==> config.mk <==
export PLATFORM = sky130hd
export DESIGN_NAME = glob_wildcard_matcher
export DESIGN_NICKNAME = d
export VERILOG_FILES = /design/src/rtl/core/gwm_pkg.sv /design/src/rtl/core/gwm_pattern_regs.sv /design/src/rtl/core/gwm_closure.sv /design/src/rtl/core/gwm_advance.sv /design/src/rtl/core/glob_wildcard_matcher.sv
export SDC_FILE = /design/constraint.sdc
export NUM_CORES = 1
export LEC_CHECK = 0
export BUFFER_PORTS_ARGS = -buffer_cell sky130_fd_sc_hd__buf_2
export CAP_MARGIN = 15
export CORE_MARGIN = 2
export CORE_UTILIZATION = 42
export DETAILED_ROUTE_END_ITERATION = 8
export PLACE_DENSITY_LB_ADDON = 0.08
export SYNTH_ARGS = -nofsm -noshare
export SYNTH_HDL_FRONTEND = slang
export SYNTH_HIERARCHICAL = 1
export SYNTH_SLANG_ARGS = --single-unit
==> constraint.sdc <==
create_clock -name clk -period 14.5 [get_ports clk]
set_input_delay 2.175 -clock clk [delete_from_list [all_inputs] [get_ports clk]]
set_output_delay 2.175 -clock clk [all_outputs]
set_load 0.01 [all_outputs]
==> src/rtl/core/gwm_pkg.sv <==
// Shared constants and types for the glob wildcard matcher.
// Holds the configuration register map, the special pattern bytes and the input word type.
// No dependencies.
`timescale 1ns / 1ps
`default_nettype none

package gwm_pkg;

	localparam int DEFAULT_MAX_PATTERN_BYTES = 32;

	localparam int CHAR_W        = 8;
	localparam int CFG_DATA_W    = 64;
	localparam int CFG_INDEX_W   = 3;
	localparam int BYTES_PER_REG = CFG_DATA_W / CHAR_W;
	localparam int LEN_REG_W     = 6;

	localparam logic [CHAR_W-1:0] STAR_BYTE     = 8'h2A;
	localparam logic [CHAR_W-1:0] QUESTION_BYTE = 8'h3F;
	localparam logic [CHAR_W-1:0] DOT_BYTE      = 8'h2E;

	typedef enum logic [CFG_INDEX_W-1:0] {
		REG_PATTERN_0 = 3'd0,
		REG_PATTERN_1 = 3'd1,
		REG_PATTERN_2 = 3'd2,
		REG_PATTERN_3 = 3'd3,
		REG_LENGTH    = 3'd4
	} cfg_reg_t;

	typedef struct packed {
		logic [CHAR_W-1:0] character;
		logic              end_of_string;
	} word_t;

endpackage

`default_nettype wire

==> src/rtl/core/gwm_pattern_regs.sv <==
// Pattern and length configuration registers of the glob wildcard matcher.
// Decodes the per-position byte, star and in-range flags; depends on gwm_pkg.
`timescale 1ns / 1ps
`default_nettype none

module gwm_pattern_regs #(
	parameter int MAX_PATTERN_BYTES = gwm_pkg::DEFAULT_MAX_PATTERN_BYTES,
	localparam int PosW = $clog2(MAX_PATTERN_BYTES + 1)
) (
	input  wire logic                                           clk,
	input  wire logic                                           arst_n,
	input  wire logic                                           cfg_write,
	input  wire logic [gwm_pkg::CFG_INDEX_W-1:0]                cfg_index,
	input  wire logic [gwm_pkg::CFG_DATA_W-1:0]                 cfg_data,
	output logic [MAX_PATTERN_BYTES-1:0][gwm_pkg::CHAR_W-1:0]   pat_bytes,
	output logic [MAX_PATTERN_BYTES-1:0]                        is_star,
	output logic [MAX_PATTERN_BYTES-1:0]                        in_range,
	output logic [MAX_PATTERN_BYTES:0]                          keep,
	output logic [PosW-1:0]                                     eff_len
);

	localparam int IdxW = gwm_pkg::CFG_INDEX_W;
	localparam int LenW = gwm_pkg::LEN_REG_W;
	localparam int ChW  = gwm_pkg::CHAR_W;

	logic [ChW-1:0]  pat_q [MAX_PATTERN_BYTES];
	logic [LenW-1:0] len_q;

	for (genvar i = 0; i < MAX_PATTERN_BYTES; i++) begin : g_byte
		localparam int WordSel = i / gwm_pkg::BYTES_PER_REG;
		localparam int ByteSel = i % gwm_pkg::BYTES_PER_REG;

		always_ff @(posedge clk or negedge arst_n) begin
			if (!arst_n) begin
				pat_q[i] <= '0;
			end else if (cfg_write && cfg_index == IdxW'(WordSel)) begin
				pat_q[i] <= cfg_data[ByteSel*ChW +: ChW];
			end
		end
	end

	always_ff @(posedge clk or negedge arst_n) begin
		if (!arst_n) begin
			len_q <= '0;
		end else if (cfg_write && cfg_index == gwm_pkg::REG_LENGTH) begin
			len_q <= cfg_data[LenW-1:0];
		end
	end

	// Lengths above the configured maximum saturate.
	assign eff_len = (len_q > LenW'(MAX_PATTERN_BYTES)) ? PosW'(MAX_PATTERN_BYTES)
	                                                     : len_q[PosW-1:0];

	always_comb begin
		for (int p = 0; p < MAX_PATTERN_BYTES; p++) begin
			pat_bytes[p] = pat_q[p];
			is_star[p]   = (pat_q[p] == gwm_pkg::STAR_BYTE);
			in_range[p]  = (PosW'(p) < eff_len);
		end
		for (int p = 0; p <= MAX_PATTERN_BYTES; p++) begin
			keep[p] = (PosW'(p) <= eff_len);
		end
	end

endmodule

`default_nettype wire

==> src/rtl/core/gwm_closure.sv <==
// Star closure of a position set: drops positions past the pattern end and
// adds every position reachable over a run of stars, as a parallel prefix.
// Depends on gwm_pkg for the default pattern size.
`timescale 1ns / 1ps
`default_nettype none

module gwm_closure #(
	parameter int MAX_PATTERN_BYTES = gwm_pkg::DEFAULT_MAX_PATTERN_BYTES
) (
	input  wire logic [MAX_PATTERN_BYTES:0]   set_in,
	input  wire logic [MAX_PATTERN_BYTES-1:0] star_en,
	input  wire logic [MAX_PATTERN_BYTES:0]   keep,
	output logic [MAX_PATTERN_BYTES:0]        set_out
);

	localparam int Levels = $clog2(MAX_PATTERN_BYTES + 1);

	// Bit j of the propagate vector says a position can pass on to j through a star at j-1.
	always_comb begin
		logic [MAX_PATTERN_BYTES:0] gen;
		logic [MAX_PATTERN_BYTES:0] prop;
		logic [MAX_PATTERN_BYTES:0] gen_nx;
		logic [MAX_PATTERN_BYTES:0] prop_nx;
		gen  = set_in & keep;
		prop = {star_en, 1'b0};
		for (int lv = 0; lv < Levels; lv++) begin
			gen_nx  = gen;
			prop_nx = prop;
			for (int j = 0; j <= MAX_PATTERN_BYTES; j++) begin
				if (j >= (1 << lv)) begin
					gen_nx[j]  = gen[j] | (prop[j] & gen[j - (1 << lv)]);
					prop_nx[j] = prop[j] & prop[j - (1 << lv)];
				end
			end
			gen  = gen_nx;
			prop = prop_nx;
		end
		set_out = gen;
	end

endmodule

`default_nettype wire

==> src/rtl/core/gwm_advance.sv <==
// One character step of the position set: a star keeps its position, a
// matching byte or question mark moves to the next one. Depends on gwm_pkg.
`timescale 1ns / 1ps
`default_nettype none

module gwm_advance #(
	parameter int MAX_PATTERN_BYTES = gwm_pkg::DEFAULT_MAX_PATTERN_BYTES
) (
	input  wire logic [MAX_PATTERN_BYTES:0]                        cur,
	input  wire logic [gwm_pkg::CHAR_W-1:0]                        character,
	input  wire logic [MAX_PATTERN_BYTES-1:0][gwm_pkg::CHAR_W-1:0] pat_bytes,
	input  wire logic [MAX_PATTERN_BYTES-1:0]                      is_star,
	input  wire logic [MAX_PATTERN_BYTES-1:0]                      in_range,
	output logic [MAX_PATTERN_BYTES:0]                             next
);

	logic [MAX_PATTERN_BYTES-1:0] stay;
	logic [MAX_PATTERN_BYTES-1:0] hit;
	logic                         any_ok;

	assign any_ok = (character != gwm_pkg::DOT_BYTE);

	always_comb begin
		for (int p = 0; p < MAX_PATTERN_BYTES; p++) begin
			stay[p] = cur[p] & in_range[p] & is_star[p];
			hit[p]  = cur[p] & in_range[p] & ~is_star[p]
			        & ((pat_bytes[p] == character)
			        || (pat_bytes[p] == gwm_pkg::QUESTION_BYTE && any_ok));
		end
	end

	assign next = {1'b0, stay} | {hit, 1'b0};

endmodule

`default_nettype wire

==> src/rtl/core/glob_wildcard_matcher.sv <==
// Glob wildcard matcher top level: input register, position tracker and result register.
// Instantiates gwm_pattern_regs, gwm_closure and gwm_advance; depends on gwm_pkg.
//
// The string arrives on the input channel one word per character, ended by a
// word with end_of_string set, whose character is ignored. The output channel
// carries one word per string: matched is set when the whole string matches
// the whole pattern. A star matches any run of characters, a question mark
// any one character except a dot, and every other byte only itself.
// The pattern and its length are written through the configuration port
// between words; a change applies from the next word on.
// A word is accepted in every cycle in which the input does not stall. The
// result of an end word is presented from the result register, loaded as that
// word leaves the input register; the work per word is one pass through the
// two star-closure prefix networks and the byte compares around the position
// register. The result register lets the next string stream in while a result
// waits; input stalls only when an end word is held behind an unread result.
// Reset clears the pattern to zero length and arms the tracker at the start
// position; no result is pending after reset.
`timescale 1ns / 1ps
`default_nettype none

module glob_wildcard_matcher #(
	parameter int MAX_PATTERN_BYTES = gwm_pkg::DEFAULT_MAX_PATTERN_BYTES
) (
	input  wire logic                              clk,
	input  wire logic                              arst_n,
	input  wire logic                              cfg_write,
	input  wire logic [gwm_pkg::CFG_INDEX_W-1:0]   cfg_index,
	input  wire logic [gwm_pkg::CFG_DATA_W-1:0]    cfg_data,
	input  wire logic                              in_valid,
	output logic                                   in_stall,
	input  wire logic [gwm_pkg::CHAR_W-1:0]        character,
	input  wire logic                              end_of_string,
	output logic                                   out_valid,
	input  wire logic                              out_stall,
	output logic                                   matched
);

	localparam int PosW = $clog2(MAX_PATTERN_BYTES + 1);
	localparam int ChW  = gwm_pkg::CHAR_W;

	logic [MAX_PATTERN_BYTES-1:0][ChW-1:0] pat_bytes;
	logic [MAX_PATTERN_BYTES-1:0]          is_star;
	logic [MAX_PATTERN_BYTES-1:0]          in_range;
	logic [MAX_PATTERN_BYTES-1:0]          star_en;
	logic [MAX_PATTERN_BYTES:0]            keep;
	logic [PosW-1:0]                       eff_len;

	gwm_pkg::word_t                        word_s1;
	logic                                  word_valid_s1;
	logic                                  advance;
	logic                                  accept;

	logic [MAX_PATTERN_BYTES:0]            reach_q;
	logic [MAX_PATTERN_BYTES:0]            cur;
	logic [MAX_PATTERN_BYTES:0]            stepped;
	logic [MAX_PATTERN_BYTES:0]            closed;
	logic                                  out_valid_q;
	logic                                  matched_q;

	gwm_pattern_regs #(
		.MAX_PATTERN_BYTES(MAX_PATTERN_BYTES)
	) u_regs (
		.clk      (clk),
		.arst_n   (arst_n),
		.cfg_write(cfg_write),
		.cfg_index(cfg_index),
		.cfg_data (cfg_data),
		.pat_bytes(pat_bytes),
		.is_star  (is_star),
		.in_range (in_range),
		.keep     (keep),
		.eff_len  (eff_len)
	);

	assign star_en = is_star & in_range;

	gwm_closure #(
		.MAX_PATTERN_BYTES(MAX_PATTERN_BYTES)
	) u_close_cur (
		.set_in (reach_q),
		.star_en(star_en),
		.keep   (keep),
		.set_out(cur)
	);

	gwm_advance #(
		.MAX_PATTERN_BYTES(MAX_PATTERN_BYTES)
	) u_advance (
		.cur      (cur),
		.character(word_s1.character),
		.pat_bytes(pat_bytes),
		.is_star  (is_star),
		.in_range (in_range),
		.next     (stepped)
	);

	gwm_closure #(
		.MAX_PATTERN_BYTES(MAX_PATTERN_BYTES)
	) u_close_next (
		.set_in (stepped),
		.star_en(star_en),
		.keep   (keep),
		.set_out(closed)
	);

	assign advance  = word_valid_s1 && (!word_s1.end_of_string || !out_valid_q || !out_stall);
	assign in_stall = word_valid_s1 && !advance;
	assign accept   = in_valid && !in_stall;

	always_ff @(posedge clk or negedge arst_n) begin
		if (!arst_n) begin
			word_valid_s1 <= 1'b0;
		end else if (accept) begin
			word_valid_s1 <= 1'b1;
		end else if (advance) begin
			word_valid_s1 <= 1'b0;
		end
	end

	always_ff @(posedge clk) begin
		if (accept) begin
			word_s1.character     <= character;
			word_s1.end_of_string <= end_of_string;
		end
	end

	always_ff @(posedge clk or negedge arst_n) begin
		if (!arst_n) begin
			reach_q <= (MAX_PATTERN_BYTES + 1)'(1);
		end else if (advance) begin
			if (word_s1.end_of_string) begin
				reach_q <= (MAX_PATTERN_BYTES + 1)'(1);
			end else begin
				reach_q <= closed;
			end
		end
	end

	always_ff @(posedge clk or negedge arst_n) begin
		if (!arst_n) begin
			out_valid_q <= 1'b0;
		end else if (advance && word_s1.end_of_string) begin
			out_valid_q <= 1'b1;
		end else if (!out_stall) begin
			out_valid_q <= 1'b0;
		end
	end

	always_ff @(posedge clk) begin
		if (advance && word_s1.end_of_string) begin
			matched_q <= cur[eff_len];
		end
	end

	assign out_valid = out_valid_q;
	assign matched   = matched_q;

endmodule

`default_nettype wire
==> Yosys cells after proc, flatten, opt, wreduce, memory -nomap -nowiden <==
Index checks and enable logic that the tools add are counted.
{ "word_totals": {"ff_bits": 307, "word_cells": 1105, "out_inout_bits": 3, "inputBits": 81} }
{ "op_classes": {"magnitude_cmp": 67, "bitwise": 807, "n_eq_ne": 102, "mux": 8, "reduce_logical": 82} }
{ "op_table": {"columns": ["op", "count"], "rows": [
  ["$eq 8x6->1 const B", 64],
  ["$and 1x1->1", 501],
  ["$or 1x1->1", 270],
  ["$eq 8x8->1", 32],
  ["$le 5x6->1 const A", 16],
  ["$lt 5x6->1 const A", 16],
  ["$and 33x33->33", 2],
  ["$le 4x6->1 const A", 8],
  ["$lt 4x6->1 const A", 8],
  ["$logic_and 1x1->1", 41],
  ["$logic_or 1x1->1", 34],
  ["$mux 33", 1],
  ["$or 32x33->33", 1],
  ["$and 32x32->32", 1],
  ["$not 1->1", 32],
  ["$le 3x6->1 const A", 4],
  ["$lt 3x6->1 const A", 4],
  ["$le 1x6->1 const A", 2],
  ["$le 2x6->1 const A", 2],
  ["$lt 1x6->1 const A", 2],
  ["$lt 2x6->1 const A", 2],
  ["$ne 8x6->1 const B", 1],
  ["$lt 6x7->1 const B", 1],
  ["$bmux 1 s6", 1],
  ["other kinds (11)", 20]
]} }

==> Logic depth before layout (Yosys ltp) <==
{ "depth": {"depth_word": 31, "ltp_mapped": 27, "depth_no_buf": 26} }

==> Cells and area by module <==
The synthesis kept the hierarchy.
{ "modules_own_cells": {"columns": ["mod", "instances", "seq_area_each_um2", "area_each_um2", "cells_each"], "rows": [
  ["gwm_pattern_regs", 1, 6556.3, 12006.5, 760],
  ["gwm_advance", 1, 0.0, 4369.2, 644],
  ["glob_wildcard_matcher", 1, 1177.4, 2080.7, 159],
  ["gwm_closure", 2, 0.0, 783.3, 116]
]} }

==> Least setup slack after synthesis <==
Ideal clock, no wire load.
{ "synth_timing": {"kind": "input-to-output", "startpoint": "input out_stall", "endpoint": "output in_stall", "stages": 2, "slack_ns": 9.932, "n_path_buf": 0, "required_ns": 12.325, "t_arrival_ns": 2.393, "path_cell_list": "nand4_1 -> inv_1"} }
{ "synth_between": {"elab_chain_cells": 5} }
{ "synth_rtl": {"columns": ["item", "line_no", "text"], "rows": [
  ["start, declared", "glob_wildcard_matcher.sv:35", "input wire logic out_stall,"],
  ["$logic_not 1->1", null, null],
  ["$logic_or 1x1->1", "glob_wildcard_matcher.sv:107", "assign advance = word_valid_s1 && (!word_s1.end_of_string || !out_valid_q || !out_stall);"],
  ["$logic_and 1x1->1", "glob_wildcard_matcher.sv:107", null],
  ["$logic_not 1->1", "glob_wildcard_matcher.sv:108", "assign in_stall = word_valid_s1 && !advance;"],
  ["$logic_and 1x1->1", "glob_wildcard_matcher.sv:108", null],
  ["end, declared", "glob_wildcard_matcher.sv:31", "output logic in_stall,"]
]} }
Every way passes these cells.

==> Final worst setup path <==
{ "layout_timing": {"startpoint": "register u_regs.len_q[5]", "endpoint": "register reach_q[27]"} }
{ "layout_between": {"word_cells_on_any_way": 527, "cone_classes": "order compare (57); mux (2); bitwise (468)"} }
{ "layout_lines": {"columns": ["item", "line_no", "text"], "rows": [
  ["start, declared", "gwm_pattern_regs.sv:27", "logic [LenW-1:0] len_q;"],
  ["start signal, assigned", "gwm_pattern_regs.sv:46", "len_q <= cfg_data[LenW-1:0];"],
  ["$gt 6x6->1", "gwm_pattern_regs.sv:51", "assign eff_len = (len_q > LenW'(MAX_PATTERN_BYTES)) ? PosW'(MAX_PATTERN_BYTES)"],
  ["$mux 6 (*)", "gwm_pattern_regs.sv:51", null],
  ["$lt 1x6->1 (*)", "gwm_pattern_regs.sv:58", "in_range[p] = (PosW'(p) < eff_len);"],
  ["named net in_range[0]", "glob_wildcard_matcher.sv:44", "logic [MAX_PATTERN_BYTES-1:0] in_range;"],
  ["$and 32x32->32 (*)", "glob_wildcard_matcher.sv:76", "assign star_en = is_star & in_range;"],
  ["named net star_en[0]", "glob_wildcard_matcher.sv:45", "logic [MAX_PATTERN_BYTES-1:0] star_en;"],
  ["$and 1x1->1 (*)", "gwm_closure.sv:31", "gen_nx[j] = gen[j] | (prop[j] & gen[j - (1 << lv)]);"],
  ["$or 1x1->1 (*)", "gwm_closure.sv:31", null],
  ["named net cur[1]", "glob_wildcard_matcher.sv:55", "logic [MAX_PATTERN_BYTES:0] cur;"],
  ["(+2 left out)", null, null],
  ["named net cur[3]", "glob_wildcard_matcher.sv:55", null],
  ["(+5 left out)", null, null],
  ["named net stepped[7]", "glob_wildcard_matcher.sv:56", "logic [MAX_PATTERN_BYTES:0] stepped;"],
  ["$and 33x33->33 (*)", "gwm_closure.sv:24", "gen = set_in & keep;"],
  ["$or 1x1->1 (*) (2 in a row)", "gwm_closure.sv:31", null],
  ["$and 1x1->1 (*)", "gwm_closure.sv:31", null],
  ["$or 1x1->1 (*) (2 in a row)", "gwm_closure.sv:31", null],
  ["$and 1x1->1 (*)", "gwm_closure.sv:31", null],
  ["$or 1x1->1 (*)", "gwm_closure.sv:31", null],
  ["named net closed[27]", "glob_wildcard_matcher.sv:57", "logic [MAX_PATTERN_BYTES:0] closed;"],
  ["$mux 33 (*)", "glob_wildcard_matcher.sv:132", "if (word_s1.end_of_string) begin"],
  ["end signal, assigned", "glob_wildcard_matcher.sv:130", "reach_q <= (MAX_PATTERN_BYTES + 1)'(1);"],
  ["end signal, assigned", "glob_wildcard_matcher.sv:133", "reach_q <= (MAX_PATTERN_BYTES + 1)'(1);"],
  ["end signal, assigned", "glob_wildcard_matcher.sv:135", "reach_q <= closed;"],
  ["end, declared", "glob_wildcard_matcher.sv:54", "logic [MAX_PATTERN_BYTES:0] reach_q;"]
]} }
Mark *: on every way through the listed nets, which the timed path passes. The rest lies on a longest branch.
A chain may end at the register's enable or synchronous reset.

==> metrics.md <==
| Metric | Value |
|---|---|
| Unique masters post-synth | `66` |
| Initial detailed-routing violation count | `approximately 1,300` |
| Post_cts resized | `0` |
| Final setup fails | `0` |
| Final WS setup | `8.39 ns` |
| Post-synth EDFFs | `10` |
| Setup bufs post-CTS | `0` |
| Worst-path clk slew | `~0.060 ns` |
| Routed wire length | `62.9 mm` |
| Final hold viol count | `0` |
| Detail Placement HPWL | `43.3 mm` |
| Fin Clk Skew | `0.0159 ns` |
| Clock Path Buffers | `3` |
| Pins Over Slew Limit | `0` |
| Number of global-route vias before repair | `approximately 15,000` |
| Clk Latency, worst-skew pair | `between 0.5 and 0.6 ns` |
| Initial Utilization | `0.422` |
| Sequential element share of the synthesized area | `0.386` |
| Cell taking the most area after synthesis | `dfrtp_1` |
| Total track usage | `0.255` |
| Mapped Avg Cell Area | `11.2 um^2` |
| Fin crit share | `0.421` |
| Cts hold-fix bufs | `0` |
| Startpoint types | `flip-flop` |
| Vias per inst | `~6` |
| Syn Inst Count | `roughly 1,800` |
| PwrDens | `129 mW/mm^2` |
| Die area | `0.0494 mm^2` |
| #FFs+latches synth | `about 310` |
| Root buffer cell | `clkbuf_16` |
| Fin cells | `2,488` |
| Routed len/inst | `25.3 um` |
| IO Pins | `84` |
| Layout cell share with drive strength beyond 1 | `0.248` |
| Initial antenna violation count | `2` |
| Synth top area cells | `dfrtp_1 37%, mux2_4 13%, xor2_1 9.8%, mux2_2 4.7%, nand3_1 2.9%` |
| Core area | `approximately 0.047 mm^2` |
| Worst slew pin tran | `1.03 ns` |
| Top FF cell, synth | `dfrtp_1` |
| Status | `finished clean` |
| CP Max Fanout | `25` |
| Yosys top cell area share | `0.370` |
| Hold Slack | `0.521 ns` |
| Largest net degree at the start of global routing | `108` |
| Final min period | `6.11 ns` |
| CP Class | `reg -> reg` |
| GPL Wtd Cong | `0.956` |
| Clock tree sinks | `307` |
| Max-Cap Viols | `0` |
| First-pass GRT wire length | `slightly below 100 mm` |
| Fmax | `roughly 160 MHz` |
| Slew HR | `0.307` |
| Die Ht | `222 um` |
| Post-synth ARST share | `0.967` |
| NumNets Final | `1,929` |
| Post-DRT Antenna Nets | `0` |
| Gr ovfl total | `0` |
| Synth Warn # | `6` |
| DRC Markers | `0` |
| Port bufs | `83` |
| Unrepaired setup endpoints after global routing | `no` |
| Leakage | `about 9.4 nW` |
| Post-Syn Area | `approximately 0.02 mm^2` |
| VDD IR max | `a little under 0.09 mV` |
| WP data arrival | `6.55 ns` |
| Synth-to-Final Area Change | `8.29%` |
| Placed cells | `between 2,000 and 2,500` |
| CTS buffer count | `37` |
| Setup TNS | `0 ns` |
| Die X | `approximately 220 um` |
| Min-delay worst type | `reg -> reg` |
| Via Count | `14,900` |
| 1st-pass router iterations | `5` |
| CTS tree | `built` |
| H-tree depth | `2` |
| Syn nets | `between 1,500 and 2,000` |
| Cell Rows | `80` |
| Pre-CTS WS | `8.55 ns` |
| Worst path required time | `about 15 ns` |
| Nature of the critical path endpoint | `flip-flop` |
## cells by family after synthesis
family                    count (synthesis)  share of synthesized area
and+or+nand+nor                         624                      0.176
DFF                                     307                      0.386
muxes                                   273                      0.191
xor gates and xnor gates                256                      0.112
AOI/OAI and AO/OA                       219                     0.0869
buffers and inverters                   115                     0.0474
other                                     1                   0.000187
## flip-flops by register name, indices dropped and copies added (netlist names)
register	cells
u_regs/pat_bytes	256
reach_q	33
word_s1	9
u_regs/len_q	6
matched	1
out_valid	1
word_valid_s1	1
## cell type report
| class | instances | area (um^2) |
|---|---|---|
| Multi-Input combinational cell | 1373 | 11400 |
| Tap cell | 615 | 769 |
| Clock inverter | 6 | 36.3 |
| Inverter | 24 | 90.1 |
| Timing Repair Buffer | 105 | 591 |
| Antenna cell | 1 | 2.50 |
| Clock buffer | 57 | 1100 |
| Fill cell | 4469 | 25800 |
| Sequential cell | 307 | 7730 |
## through the flow
step | area [um^2] | power [W] | util
global route | 21700 | 0.00294 | 0.457
floorplan | 20000 | 0.00171 | -
detailed placement | 20500 | 0.00190 | 0.433
global placement | 20500 | 0.00189 | 0.433
finish | 21700 | 0.00279 | 0.457
CTS | 21700 | 0.00281 | 0.457
## placed cells by master, fill, tap and decap left out, types with 22 or more instances in the layout
cell,n
and2_1,35
xor2_1,225
a22o_1,46
nand4_1,70
and4b_1,32
mux2_4,180
nand2_1,129
nor4bb_1,32
xnor2_1,31
nor2_1,74
dfrtp_1,296
nor4_1,67
buf_4,22
nor3_1,37
o21ai_0,49
clkbuf_16,37
nand3_1,115
buf_2,82
mux2_2,84
## path summary, 6_finish.rpt
path / from / slack, ns / end / depth (start not counted)
max: u_regs/len_q[5] / 8.39 / reach_q[27] / 25
min: reach_q[28] / 0.52 / reach_q[28] / 1
min reg2reg: reach_q[28] / 0.52 / reach_q[28] / 1
max in group asynchronous: arst_n / 11.39 / u_regs/pat_bytes[183] / 2
max reg2reg: u_regs/len_q[5] / 8.39 / reach_q[27] / 25
min in group asynchronous: arst_n / 1.63 / u_regs/pat_bytes[198] / 1
## critical path, stage by stage, from the launching register on
cell       delay (ns)
dfrtp_1          0.70
nor4_4           0.67
o21ai_0          0.24
and2_1           0.21
a32o_1           0.32
a22o_1           0.28
a22o_1           0.29
a22o_1           0.27
nand2_1          0.08
nand2_1          0.14
a22o_1           0.30
nand2_1          0.10
nor2_1           0.09
nand4_1          0.17
nand3_1          0.13
a32oi_2          0.26
and3_1           0.23
nand2_1          0.09
o2111ai_1        0.34
o21a_1           0.26
inv_2            0.10
a22oi_4          0.18
inv_2            0.07
a21oi_4          0.16
o21bai_1         0.10
a22o_1           0.19
## cells in the mapped netlist, types with 5 or more instances
| cell | count |
|---|---|
| xor2_1 | 225 |
| a21oi_1 | 10 |
| mux2_4 | 180 |
| and3_1 | 10 |
| a31oi_1 | 8 |
| a31o_2 | 10 |
| buf_4 | 13 |
| dfrtp_1 | 296 |
| a21o_1 | 5 |
| nor2_1 | 74 |
| a32oi_1 | 16 |
| inv_1 | 20 |
| o21bai_1 | 6 |
| buf_2 | 26 |
| and2_1 | 35 |
| nor2b_1 | 6 |
| nor4bb_1 | 32 |
| edfxtp_1 | 10 |
| o21ai_0 | 49 |
| nand3_1 | 115 |
| a22o_1 | 46 |
| mux2_2 | 84 |
| a22oi_1 | 7 |
| nand4_1 | 70 |
| buf_12 | 18 |
| buf_6 | 19 |
| and4b_1 | 32 |
| nor3_1 | 37 |
| xnor2_1 | 31 |
| nor4_1 | 67 |
| nand2_1 | 129 |
| a32o_1 | 20 |
| clkbuf_1 | 14 |
| o21a_1 | 6 |
## per-layer routing
layer  share of wire  track usage  vias up
li1                -            -     6754
met1            0.47        0.366     7608
met2            0.45        0.395      468
met3           0.057       0.0448      102
met4           0.026       0.0693        0
met5               0            0        -
## report_power, final
group	leakage (nW)	switching, W	internal (W)
sequential	3.72	0.000228	0.00103
clock	0.560	0.000374	0.000521
combinational	5.09	0.000299	0.000345
Power figures use the tool's default switching activity.
